## src/hid_keyboard_rollover_table_macros.svh

```systemverilog
// assertion helpers for the rollover table
`ifndef HID_KEYBOARD_ROLLOVER_TABLE_MACROS_SVH
`define HID_KEYBOARD_ROLLOVER_TABLE_MACROS_SVH

// same-cycle implication, checked outside reset
`define HKRT_ASSERT_NOW(label, clk, rst, ante, cons, msg) \
   label: assert property (@(posedge clk) disable iff (rst) (ante) |-> (cons)) \
      else $error(msg);

// next-cycle implication, checked outside reset
`define HKRT_ASSERT_NEXT(label, clk, rst, ante, cons, msg) \
   label: assert property (@(posedge clk) disable iff (rst) (ante) |=> (cons)) \
      else $error(msg);

`endif

```

## src/hkrt_pkg.sv

```systemverilog
`default_nettype none

package hkrt_pkg;

   localparam int SLOT_COUNT   = 6;
   localparam int REPORT_SLOTS = 6;
   localparam int CODE_W       = 8;

   localparam logic [CODE_W-1:0] CODE_NONE     = 8'h00;
   localparam logic [CODE_W-1:0] CODE_ROLLOVER = 8'h01;
   localparam logic [7:0]        REPORT_ID_RST = 8'h01;

   typedef enum logic [1:0] {
      CMD_CLEAR   = 2'd0,
      CMD_PRESS   = 2'd1,
      CMD_RELEASE = 2'd2
   } cmd_type;

   // controller to datapath
   typedef struct packed {
      logic load;
   } ctl_cmd_type;

   typedef struct packed {
      logic [7:0]                           tag;
      logic [7:0]                           mods;
      logic [REPORT_SLOTS-1:0][CODE_W-1:0] codes;
   } report_type;

endpackage

`default_nettype wire

```

## src/hkrt_chan_if.sv

```systemverilog
`default_nettype none

interface hkrt_req_if;
   logic       valid;
   logic       ready;
   logic [1:0] command;
   logic [7:0] key_code;
   logic [7:0] modifier_bits;

   modport source (output valid, command, key_code, modifier_bits, input ready);
   modport sink   (input valid, command, key_code, modifier_bits, output ready);
endinterface

interface hkrt_rsp_if;
   logic       valid;
   logic       ready;
   logic [7:0] report_tag;
   logic [7:0] report_modifiers;
   logic [7:0] slot_code_0;
   logic [7:0] slot_code_1;
   logic [7:0] slot_code_2;
   logic [7:0] slot_code_3;
   logic [7:0] slot_code_4;
   logic [7:0] slot_code_5;

   modport source (output valid, report_tag, report_modifiers, slot_code_0, slot_code_1,
                   slot_code_2, slot_code_3, slot_code_4, slot_code_5, input ready);
   modport sink   (input valid, report_tag, report_modifiers, slot_code_0, slot_code_1,
                   slot_code_2, slot_code_3, slot_code_4, slot_code_5, output ready);
endinterface

`default_nettype wire

```

## src/hid_keyboard_rollover_table.sv

```systemverilog
`default_nettype none
// key-code slot table of a boot keyboard with six-key rollover
// req_if carries one event word: command (clear, press, release), key_code and
//    modifier_bits; rsp_if returns one keyboard report word for every event:
//    report_tag, report_modifiers and slot_code_0 to slot_code_5
// csr_wr_en / csr_wr_data write the report id, copied into every report
// latency: a report is valid on rsp_if the cycle after its event is accepted
// throughput: one event per cycle unless a held report stalls; the slot compares,
//    lowest-free pick and slot update are combinational before the report register
// a single report register holds the last result; while it waits and rsp_if.ready
//    is low, req_if.ready is low too, so no event is taken until the report leaves
// when the report is taken in the same cycle, a new event is accepted at once
// reset clears all slots, sets the report id to 1 and drops rsp_if.valid;
//    no clearing sequence follows, events are taken from the first cycle after
module hid_keyboard_rollover_table
   import hkrt_pkg::*;
(
   input  wire logic   clock,
   input  wire logic   reset,
   hkrt_req_if.sink    req_if,
   hkrt_rsp_if.source  rsp_if,
   input  wire logic   csr_wr_en,
   input  wire logic [7:0] csr_wr_data
);

   `include "hid_keyboard_rollover_table_macros.svh"

   ctl_cmd_type ctl_cmd;
   report_type  report;

   hkrt_ctrl u_ctrl (
      .clock     (clock),
      .reset     (reset),
      .req_valid (req_if.valid),
      .req_ready (req_if.ready),
      .rsp_valid (rsp_if.valid),
      .rsp_ready (rsp_if.ready),
      .ctl_cmd   (ctl_cmd)
   );

   hkrt_dp u_dp (
      .clock         (clock),
      .reset         (reset),
      .ctl_cmd       (ctl_cmd),
      .command       (req_if.command),
      .key_code      (req_if.key_code),
      .modifier_bits (req_if.modifier_bits),
      .csr_wr_en     (csr_wr_en),
      .csr_wr_data   (csr_wr_data),
      .report        (report)
   );

   assign rsp_if.report_tag       = report.tag;
   assign rsp_if.report_modifiers = report.mods;
   assign rsp_if.slot_code_0      = report.codes[0];
   assign rsp_if.slot_code_1      = report.codes[1];
   assign rsp_if.slot_code_2      = report.codes[2];
   assign rsp_if.slot_code_3      = report.codes[3];
   assign rsp_if.slot_code_4      = report.codes[4];
   assign rsp_if.slot_code_5      = report.codes[5];

   `HKRT_ASSERT_NEXT(a_accept_gives_report, clock, reset,
      req_if.valid && req_if.ready, rsp_if.valid, "accepted event gave no report")
   `HKRT_ASSERT_NOW(a_stall_blocks_input, clock, reset,
      rsp_if.valid && !rsp_if.ready, !req_if.ready, "event taken while report stalled")
   `HKRT_ASSERT_NEXT(a_clear_empties, clock, reset,
      req_if.valid && req_if.ready && (req_if.command == CMD_CLEAR),
      (rsp_if.report_modifiers == 8'h00) && (rsp_if.slot_code_0 == CODE_NONE)
         && (rsp_if.slot_code_5 == CODE_NONE),
      "clear left keys or modifiers")

endmodule

`default_nettype wire

```

## src/hkrt_ctrl.sv

```systemverilog
`default_nettype none

module hkrt_ctrl
   import hkrt_pkg::*;
(
   input  wire logic  clock,
   input  wire logic  reset,
   input  wire logic  req_valid,
   output logic        req_ready,
   output logic        rsp_valid,
   input  wire logic  rsp_ready,
   output ctl_cmd_type ctl_cmd
);

   typedef enum logic {
      ST_EMPTY,
      ST_FULL
   } state_type;

   state_type state_ff, state_in;
   logic      accept;

   // a new word may enter in the same cycle the held report leaves
   assign req_ready    = !reset && ((state_ff == ST_EMPTY) || rsp_ready);
   assign accept       = req_valid && req_ready;
   assign rsp_valid    = (state_ff == ST_FULL);
   assign ctl_cmd.load = accept;

   always_comb begin
      state_in = state_ff;
      case (state_ff)
         ST_EMPTY: begin
            if (accept) state_in = ST_FULL;
         end
         ST_FULL: begin
            if (accept)         state_in = ST_FULL;
            else if (rsp_ready) state_in = ST_EMPTY;
         end
         default: state_in = ST_EMPTY;
      endcase
   end

   always_ff @(posedge clock) begin
      if (reset) begin
         state_ff <= ST_EMPTY;
      end else begin
         state_ff <= state_in;
      end
   end

endmodule

`default_nettype wire

```

## src/hkrt_dp.sv

```systemverilog
`default_nettype none

module hkrt_dp
   import hkrt_pkg::*;
(
   input  wire logic        clock,
   input  wire logic        reset,
   input  wire ctl_cmd_type ctl_cmd,
   input  wire logic [1:0]  command,
   input  wire logic [7:0]  key_code,
   input  wire logic [7:0]  modifier_bits,
   input  wire logic        csr_wr_en,
   input  wire logic [7:0]  csr_wr_data,
   output report_type       report
);

   logic [CODE_W-1:0]     slot_ff [SLOT_COUNT];
   logic [CODE_W-1:0]     slot_in [SLOT_COUNT];
   logic [7:0]            report_id_ff;
   logic [SLOT_COUNT-1:0] free_oh;
   logic                  found;
   logic                  hit;
   logic                  in_rollover;
   logic [7:0]            mods;
   report_type            report_ff, report_in;

   always_comb begin
      hit     = 1'b0;
      found   = 1'b0;
      free_oh = '0;
      // parallel compares, lowest empty slot wins
      for (int i = 0; i < SLOT_COUNT; i++) begin
         if (slot_ff[i] == key_code) hit = 1'b1;
         if (!found && (slot_ff[i] == CODE_NONE)) begin
            free_oh[i] = 1'b1;
            found      = 1'b1;
         end
      end
   end

   assign in_rollover = (slot_ff[0] == CODE_ROLLOVER);

   always_comb begin
      for (int i = 0; i < SLOT_COUNT; i++) slot_in[i] = slot_ff[i];
      mods = modifier_bits;
      case (cmd_type'(command))
         CMD_CLEAR: begin
            for (int i = 0; i < SLOT_COUNT; i++) slot_in[i] = CODE_NONE;
            mods = '0;
         end
         CMD_PRESS: begin
            if ((key_code != CODE_NONE) && !hit) begin
               if (found) begin
                  for (int i = 0; i < SLOT_COUNT; i++)
                     if (free_oh[i]) slot_in[i] = key_code;
               end else begin
                  for (int i = 0; i < SLOT_COUNT; i++) slot_in[i] = CODE_ROLLOVER;
               end
            end
         end
         CMD_RELEASE: begin
            if (in_rollover) begin
               for (int i = 0; i < SLOT_COUNT; i++) slot_in[i] = CODE_NONE;
            end else begin
               for (int i = 0; i < SLOT_COUNT; i++)
                  if (slot_ff[i] == key_code) slot_in[i] = CODE_NONE;
            end
         end
         default: begin
         end
      endcase
   end

   always_comb begin
      report_in.tag   = report_id_ff;
      report_in.mods  = mods;
      report_in.codes = '0;
      for (int k = 0; k < REPORT_SLOTS; k++) begin
         if (k < SLOT_COUNT) report_in.codes[k] = slot_in[k];
      end
   end

   always_ff @(posedge clock) begin
      if (reset) begin
         report_id_ff <= REPORT_ID_RST;
         for (int i = 0; i < SLOT_COUNT; i++) slot_ff[i] <= CODE_NONE;
      end else begin
         if (csr_wr_en) report_id_ff <= csr_wr_data;
         if (ctl_cmd.load) begin
            for (int i = 0; i < SLOT_COUNT; i++) slot_ff[i] <= slot_in[i];
         end
      end
   end

   // report word, held until taken
   always_ff @(posedge clock) begin
      if (ctl_cmd.load) report_ff <= report_in;
   end

   assign report = report_ff;

endmodule

`default_nettype wire

```

## src/flat_wrapper.sv

```systemverilog
// flat-port wrapper written by rule: the top's interface ports become plain ports
module hid_keyboard_rollover_table_flat import hkrt_pkg::*;
  (clock, reset, csr_wr_en, csr_wr_data, req_if_valid, req_if_command, req_if_key_code, req_if_modifier_bits, req_if_ready, rsp_if_valid, rsp_if_report_tag, rsp_if_report_modifiers, rsp_if_slot_code_0, rsp_if_slot_code_1, rsp_if_slot_code_2, rsp_if_slot_code_3, rsp_if_slot_code_4, rsp_if_slot_code_5, rsp_if_ready);
  hkrt_req_if req_if_i ();
  hkrt_rsp_if rsp_if_i ();
  input  wire logic clock;
  input  wire logic reset;
  input  wire logic csr_wr_en;
  input  wire logic [7:0] csr_wr_data;
  input wire logic [$bits(req_if_i.valid)-1:0] req_if_valid;
  input wire logic [$bits(req_if_i.command)-1:0] req_if_command;
  input wire logic [$bits(req_if_i.key_code)-1:0] req_if_key_code;
  input wire logic [$bits(req_if_i.modifier_bits)-1:0] req_if_modifier_bits;
  output wire logic [$bits(req_if_i.ready)-1:0] req_if_ready;
  output wire logic [$bits(rsp_if_i.valid)-1:0] rsp_if_valid;
  output wire logic [$bits(rsp_if_i.report_tag)-1:0] rsp_if_report_tag;
  output wire logic [$bits(rsp_if_i.report_modifiers)-1:0] rsp_if_report_modifiers;
  output wire logic [$bits(rsp_if_i.slot_code_0)-1:0] rsp_if_slot_code_0;
  output wire logic [$bits(rsp_if_i.slot_code_1)-1:0] rsp_if_slot_code_1;
  output wire logic [$bits(rsp_if_i.slot_code_2)-1:0] rsp_if_slot_code_2;
  output wire logic [$bits(rsp_if_i.slot_code_3)-1:0] rsp_if_slot_code_3;
  output wire logic [$bits(rsp_if_i.slot_code_4)-1:0] rsp_if_slot_code_4;
  output wire logic [$bits(rsp_if_i.slot_code_5)-1:0] rsp_if_slot_code_5;
  input wire logic [$bits(rsp_if_i.ready)-1:0] rsp_if_ready;
  assign req_if_i.valid = req_if_valid;
  assign req_if_i.command = req_if_command;
  assign req_if_i.key_code = req_if_key_code;
  assign req_if_i.modifier_bits = req_if_modifier_bits;
  assign req_if_ready = req_if_i.ready;
  assign rsp_if_valid = rsp_if_i.valid;
  assign rsp_if_report_tag = rsp_if_i.report_tag;
  assign rsp_if_report_modifiers = rsp_if_i.report_modifiers;
  assign rsp_if_slot_code_0 = rsp_if_i.slot_code_0;
  assign rsp_if_slot_code_1 = rsp_if_i.slot_code_1;
  assign rsp_if_slot_code_2 = rsp_if_i.slot_code_2;
  assign rsp_if_slot_code_3 = rsp_if_i.slot_code_3;
  assign rsp_if_slot_code_4 = rsp_if_i.slot_code_4;
  assign rsp_if_slot_code_5 = rsp_if_i.slot_code_5;
  assign rsp_if_i.ready = rsp_if_ready;
  hid_keyboard_rollover_table u_core (.clock(clock), .reset(reset), .req_if(req_if_i), .rsp_if(rsp_if_i), .csr_wr_en(csr_wr_en), .csr_wr_data(csr_wr_data));
endmodule
```

## config.mk

```make
export PLATFORM = sky130hd
export DESIGN_NAME = hid_keyboard_rollover_table_flat
export DESIGN_NICKNAME = d
export VERILOG_FILES = /design/src/hkrt_pkg.sv /design/src/hkrt_chan_if.sv /design/src/hid_keyboard_rollover_table.sv /design/src/hkrt_ctrl.sv /design/src/hkrt_dp.sv /design/src/flat_wrapper.sv
export VERILOG_INCLUDE_DIRS = /design/src /design/src/src
export SDC_FILE = /design/constraint.sdc
export NUM_CORES = 1
export LEC_CHECK = 0
export ABC_AREA = 0
export ABC_CLOCK_PERIOD_IN_PS = 4250
export BUFFER_PORTS_ARGS = -buffer_cell sky130_fd_sc_hd__buf_2
export CELL_PAD_IN_SITES_DETAIL_PLACEMENT = 2
export CELL_PAD_IN_SITES_GLOBAL_PLACEMENT = 2
export CORE_ASPECT_RATIO = 1.5
export CORE_UTILIZATION = 34
export CTS_BUF_LIST = sky130_fd_sc_hd__clkbuf_4 sky130_fd_sc_hd__clkbuf_8 sky130_fd_sc_hd__clkbuf_16
export DETAILED_ROUTE_END_ITERATION = 10
export PLACE_DENSITY_LB_ADDON = 0.1
export SYNTH_ARGS = -nofsm -noshare
export SYNTH_HDL_FRONTEND = slang
export SYNTH_HIERARCHICAL = 1
export SYNTH_SLANG_ARGS = --single-unit
export TNS_END_PERCENT = 30
```

## constraint.sdc

```tcl
create_clock -name clock -period 4.25 [get_ports clock]
set_input_delay 0.425 -clock clock [delete_from_list [all_inputs] [get_ports clock]]
set_output_delay 0.425 -clock clock [all_outputs]
set_load 0.01 [all_outputs]
```

* Yosys cells after proc, flatten, opt, wreduce, memory -nomap -nowiden *
Memories as Yosys holds them, arrays and structs flattened.
Index checks and enable logic that the tools add are counted.
W data, S select, Z words.

operators by class
  bitwise operators = 7
  reduce and logical (&&, ||, !) cells = 24
  equality and inequality tests = 9
  muxes and demuxes = 47

operators with widths
  cell                  count
  $mux W48              3
  $mux W8               18
  $pmux W48 S3          1
  $eq A8 B8 Y1          6
  $logic_not A8 Y1      6
  $mux W1               24
  $eq A8 B1 Y1 const B  1
  $logic_and A1 B1 Y1   8
  $reduce_bool A8 Y1    1
  $logic_not A1 Y1      7
  $or A1 B1 Y1          6
  $eq A2 B1 Y1 const B  1
  $eq A2 B2 Y1 const B  1
  $logic_not A2 Y1      1
  $pmux W1 S2           1
  $logic_or A1 B1 Y1    1
  $not A1 Y1            1

storage, ports and cells
  flip-flop bits (word level) = 73
  memory bits (writable) = 48
  output and inout bits = 66
  memories = 1
  bits of input ports = 31

memory list
  memory               depth  width  rd ports  clocked after memory_dff  wr ports  line           source
  u_core.u_dp.slot_ff  6      8      6         0                         6         hkrt_dp.sv:17  logic [CODE_W-1:0] slot_ff [SLOT_COUNT];

* Longest topological paths before layout *
  depth after elaboration = 22
  gate-level depth with buffers = 11
  mapped depth without buffers = 7

* By module *
The synthesis kept the hierarchy.

modules (own cells, without submodules)
  module     times used  area an instance (um^2)  cells each  seq. area each (um^2)
  hkrt_dp    1           5885.6                   473         3523.4
  hkrt_ctrl  1           60.1                     5           20.0

* Worst setup path before layout *
Ideal clock, no wire load.

  kind = register to register
  start point = reg u_core.u_ctrl.state_ff, in the netlist u_core/u_ctrl/rsp_valid
  end point = mem u_core.u_dp.slot_ff[0][0] (enable)
  clock period less this slack = 4382 ps
  arrival time = 3998 ps
  cell stages (with the launch flop) = 4
  slack = -132 ps
  data required time = 3866 ps
  cells stage by stage = dfxtp_1 -> nor2b_4 -> nor3b_2 -> or2_2

RTL lines
  item                    line             source
  from (decl)             hkrt_ctrl.sv:20  state_type state_ff, state_in;
  from (signal assigned)  hkrt_ctrl.sv:47  state_ff <= state_in;
  to (decl)               hkrt_dp.sv:17

==> results by group <==
Global routing
  – Gr usage total: 22.5%
  – Grt ovf: 0
  – Pin count of the biggest net entering global routing: 51
  – Initial antenna violation count: 0
  – Vias in the first global route: 4,948
  – First-pass GRT wire length: 29,000 um

Synthesis
  – Seq cells post-synth: 121
  – Cells after Synth: 478
  – Ranking of synthesized cells by area: edfxtp_1 57%, xor2_1 5.9%, and2_1 3.1%, dfxtp_1 3.0%, a32o_1 2.7%
  – Post-synth EDFFs: 112
  – Yosys top cell area share: 56.6%
  – Count leader, synth: edfxtp_1
  – Mapped Avg Cell Area: 12.4 um2
  – Cell Area, Synth: 5950 um2
  – Syn nets: 509
  – Synth area leader: edfxtp_1
  – Yosys cell types: 56
  – Register area share after synthesis: 59.6%
  – Synth Flop Type: edfxtp_1
  – YS warnings: 6
  – Fraction of registers with async set/reset: 0%
  – Commonest cells post-synth: 112 x edfxtp_1, 40 x xor2_1, 34 x nand2_1, 29 x and2_1, 29 x nor2_1

Clock network
  – H-Tree Depth: 4
  – TritonCTS clock tree: built
  – Hold buffers post-CTS: 0
  – Clock latency on the worst-skew pair: 0.41 ns
  – CTS buffer count: 17
  – Clock transition at path regs: 0.06 ns
  – Clock sink count: 121
  – Post-CTS setup buffer count: 0
  – Clock buffer depth: 2
  – CTS resizes: 0
  – Root Buffer: clkbuf_16

Worst setup path
  – Worst EP arrival: 3.16 ns
  – Startpoint types: register
  – Req. time, crit path: 4.41 ns
  – Worst Path Max Fanout: 16
  – Worst Setup End Kind: register
  – Crit path kind: register to register

Finish
  – N_diodes: 0
  – Layout Utilization: 42.4%
  – Syn-to-layout area delta: 20.7%
  – Fillers: 1,725
  – Final net count: 604
  – Non-Filler Cell Area, Final: 7180 um2
  – Share of post-route cells with drive strength above 1: 25.6%

Timing
  – Worst-Margin Slew: 0.977 ns
  – Relative slew slack: 34.9%
  – Final Cycle Share: 70.5%
  – Final hold vios: 0
  – Clock skew: 0.00824 ns
  – Setup-failing EPs final: 0
  – Setup tns final: 0 ns
  – Fin crit period: 3.00 ns
  – RSZ-0062 raised after global routing: no
  – Fmax: 334 MHz
  – Post-route setup slack: 1.25 ns
  – Max-slew violations: 0

Place
  – Pre-CTS WS: 1.15 ns
  – Hpwl dp: 13,200 um
  – Port buffer count: 96
  – Routability cong.: 0.821
  – Placed cell area: 6560 um2

Flow run
  – Max-Cap Viols: 0

Power and ir drop
  – Total power: 3300 uW
  – Static leakage power: 0.00283 uW
  – Cell Pwr Density: 460 nW/um2
  – Peak supply drop: 0.182 mV

Detailed routing
  – First-pass DRT Iterations: 4
  – DR iter-0 viols: 191
  – Avg WL per Cell: 23.8 um
  – Final wirelength: 19,000 um
  – Vias post-DR: 4,493
  – DRC violations left: 0
  – Post-route ant nets: 0
  – DR vias/cell: 5.64

Hold path
  – Min-Delay Path Class: input pin to register

Outcome
  – Outcome: completed

Die
  – I/O pins: 97
  – Area of the core: 16,900 um2
  – Die area: 18,000 um2
  – Starting Density: 35.2%
  – Die width: 110 um
  – Std-Cell Rows: 58
  – Height of the chip: 164 um
[routing by layer]
layer  vias up  GRT usage [%]  wire (um)
met5         -              0          0
met4         0           10.8        646
met3        40           4.76        873
met2       138           40.5      10200
met1      2306           24.7       7290
li1       2009              -          -
[cell type report]
cell class	count	area [um2]	area share [%]
Clock buffer	18	433	6.03
Inverter	15	56.3	0.785
Multi-Input combinational cell	315	2170	30.2
Timing Repair Buffer	103	533	7.43
Clock inverter	14	180	2.51
Sequential cell	121	3540	49.4
Tap cell	210	263	3.66
[cell usage in the layout (no fill, tap or decap), types with 2 or more instances in the layout]
master	instances
edfxtp_1	112
buf_2	96
xor2_1	40
nand2_1	34
nor2_1	29
and2_1	29
nor4_1	21
o22ai_1	21
clkbuf_16	17
a22o_1	17
a32o_1	16
inv_1	15
nor2b_1	10
dfxtp_1	9
xnor2_1	8
a21oi_1	8
nor3_1	7
mux2i_1	7
buf_4	7
o21ai_0	6
nand4_1	5
clkinv_2	4
bufinv_16	4
or4_1	4
nand3_1	4
a21o_1	4
a32oi_1	4
and3_1	3
nor3_2	3
clkinv_1	2
clkinvlp_4	2
clkinv_4	2
or4_2	2
nor2_4	2
or2_2	2
and4_1	2
o211ai_1	2
nand2b_1	2
a31oi_1	2
[critical path: stages, from the launching register on]
cell      delay, ns
edfxtp_1       0.45
or4_1          0.21
nor2_4         0.11
nor4b_1        0.73
nand3_1        0.18
nor3_2         0.56
o32ai_1        0.28
and2_1         0.22
[power breakdown]
group	leakage (uW)	internal [uW]	switching (uW)
registers	0.00119	1380	45.1
logic	0.00134	123	236
clock network	0.000298	980	539
[cell families (layout without fill, tap and decap cells)]
| group | after synthesis | after routing | synth area share [%] |
|---|---|---|---|
| simple gates | 168 | 168 | 16.1 |
| flops | 121 | 121 | 59.6 |
| compound gates | 92 | 92 | 12.0 |
| mux | 7 | 7 | 1.18 |
| buf+inv | 42 | 150 | 4.08 |
| xor+xnor | 48 | 48 | 7.07 |
[worst paths after layout]
kind,from,to,slack (ns),depth (start not counted)
min reg2reg,u_core/u_dp/report_id_ff[0],u_core/u_dp/report[56],0.43,0
max reg2reg,u_core/u_dp/slot_ff[0][0],u_core/u_dp/slot_ff[5][0],1.25,7
max,u_core/u_dp/slot_ff[0][0],u_core/u_dp/slot_ff[5][0],1.25,7
min,csr_wr_data[0],u_core/u_dp/report_id_ff[0],0.22,2
[stage by stage]
| step | instances | hold slack [ns] |
|---|---|---|
| after CTS | 796 | 0.200 |
| after floorplan | 478 | 0.401 |
| after global placement | 764 | 0.404 |
| after global routing | 796 | 0.224 |
| final | 796 | 0.222 |
| after detailed placement | 764 | 0.421 |
[state kept, by name, indices dropped and copies added, names as in the netlist]
signal                    cells
u_core/u_ctrl/rsp_valid       1
u_core/u_dp/report           64
u_core/u_dp/slot_ff          48
u_core/u_dp/report_id_ff      8
No activity file was read; power rests on OpenSTA's default activity.
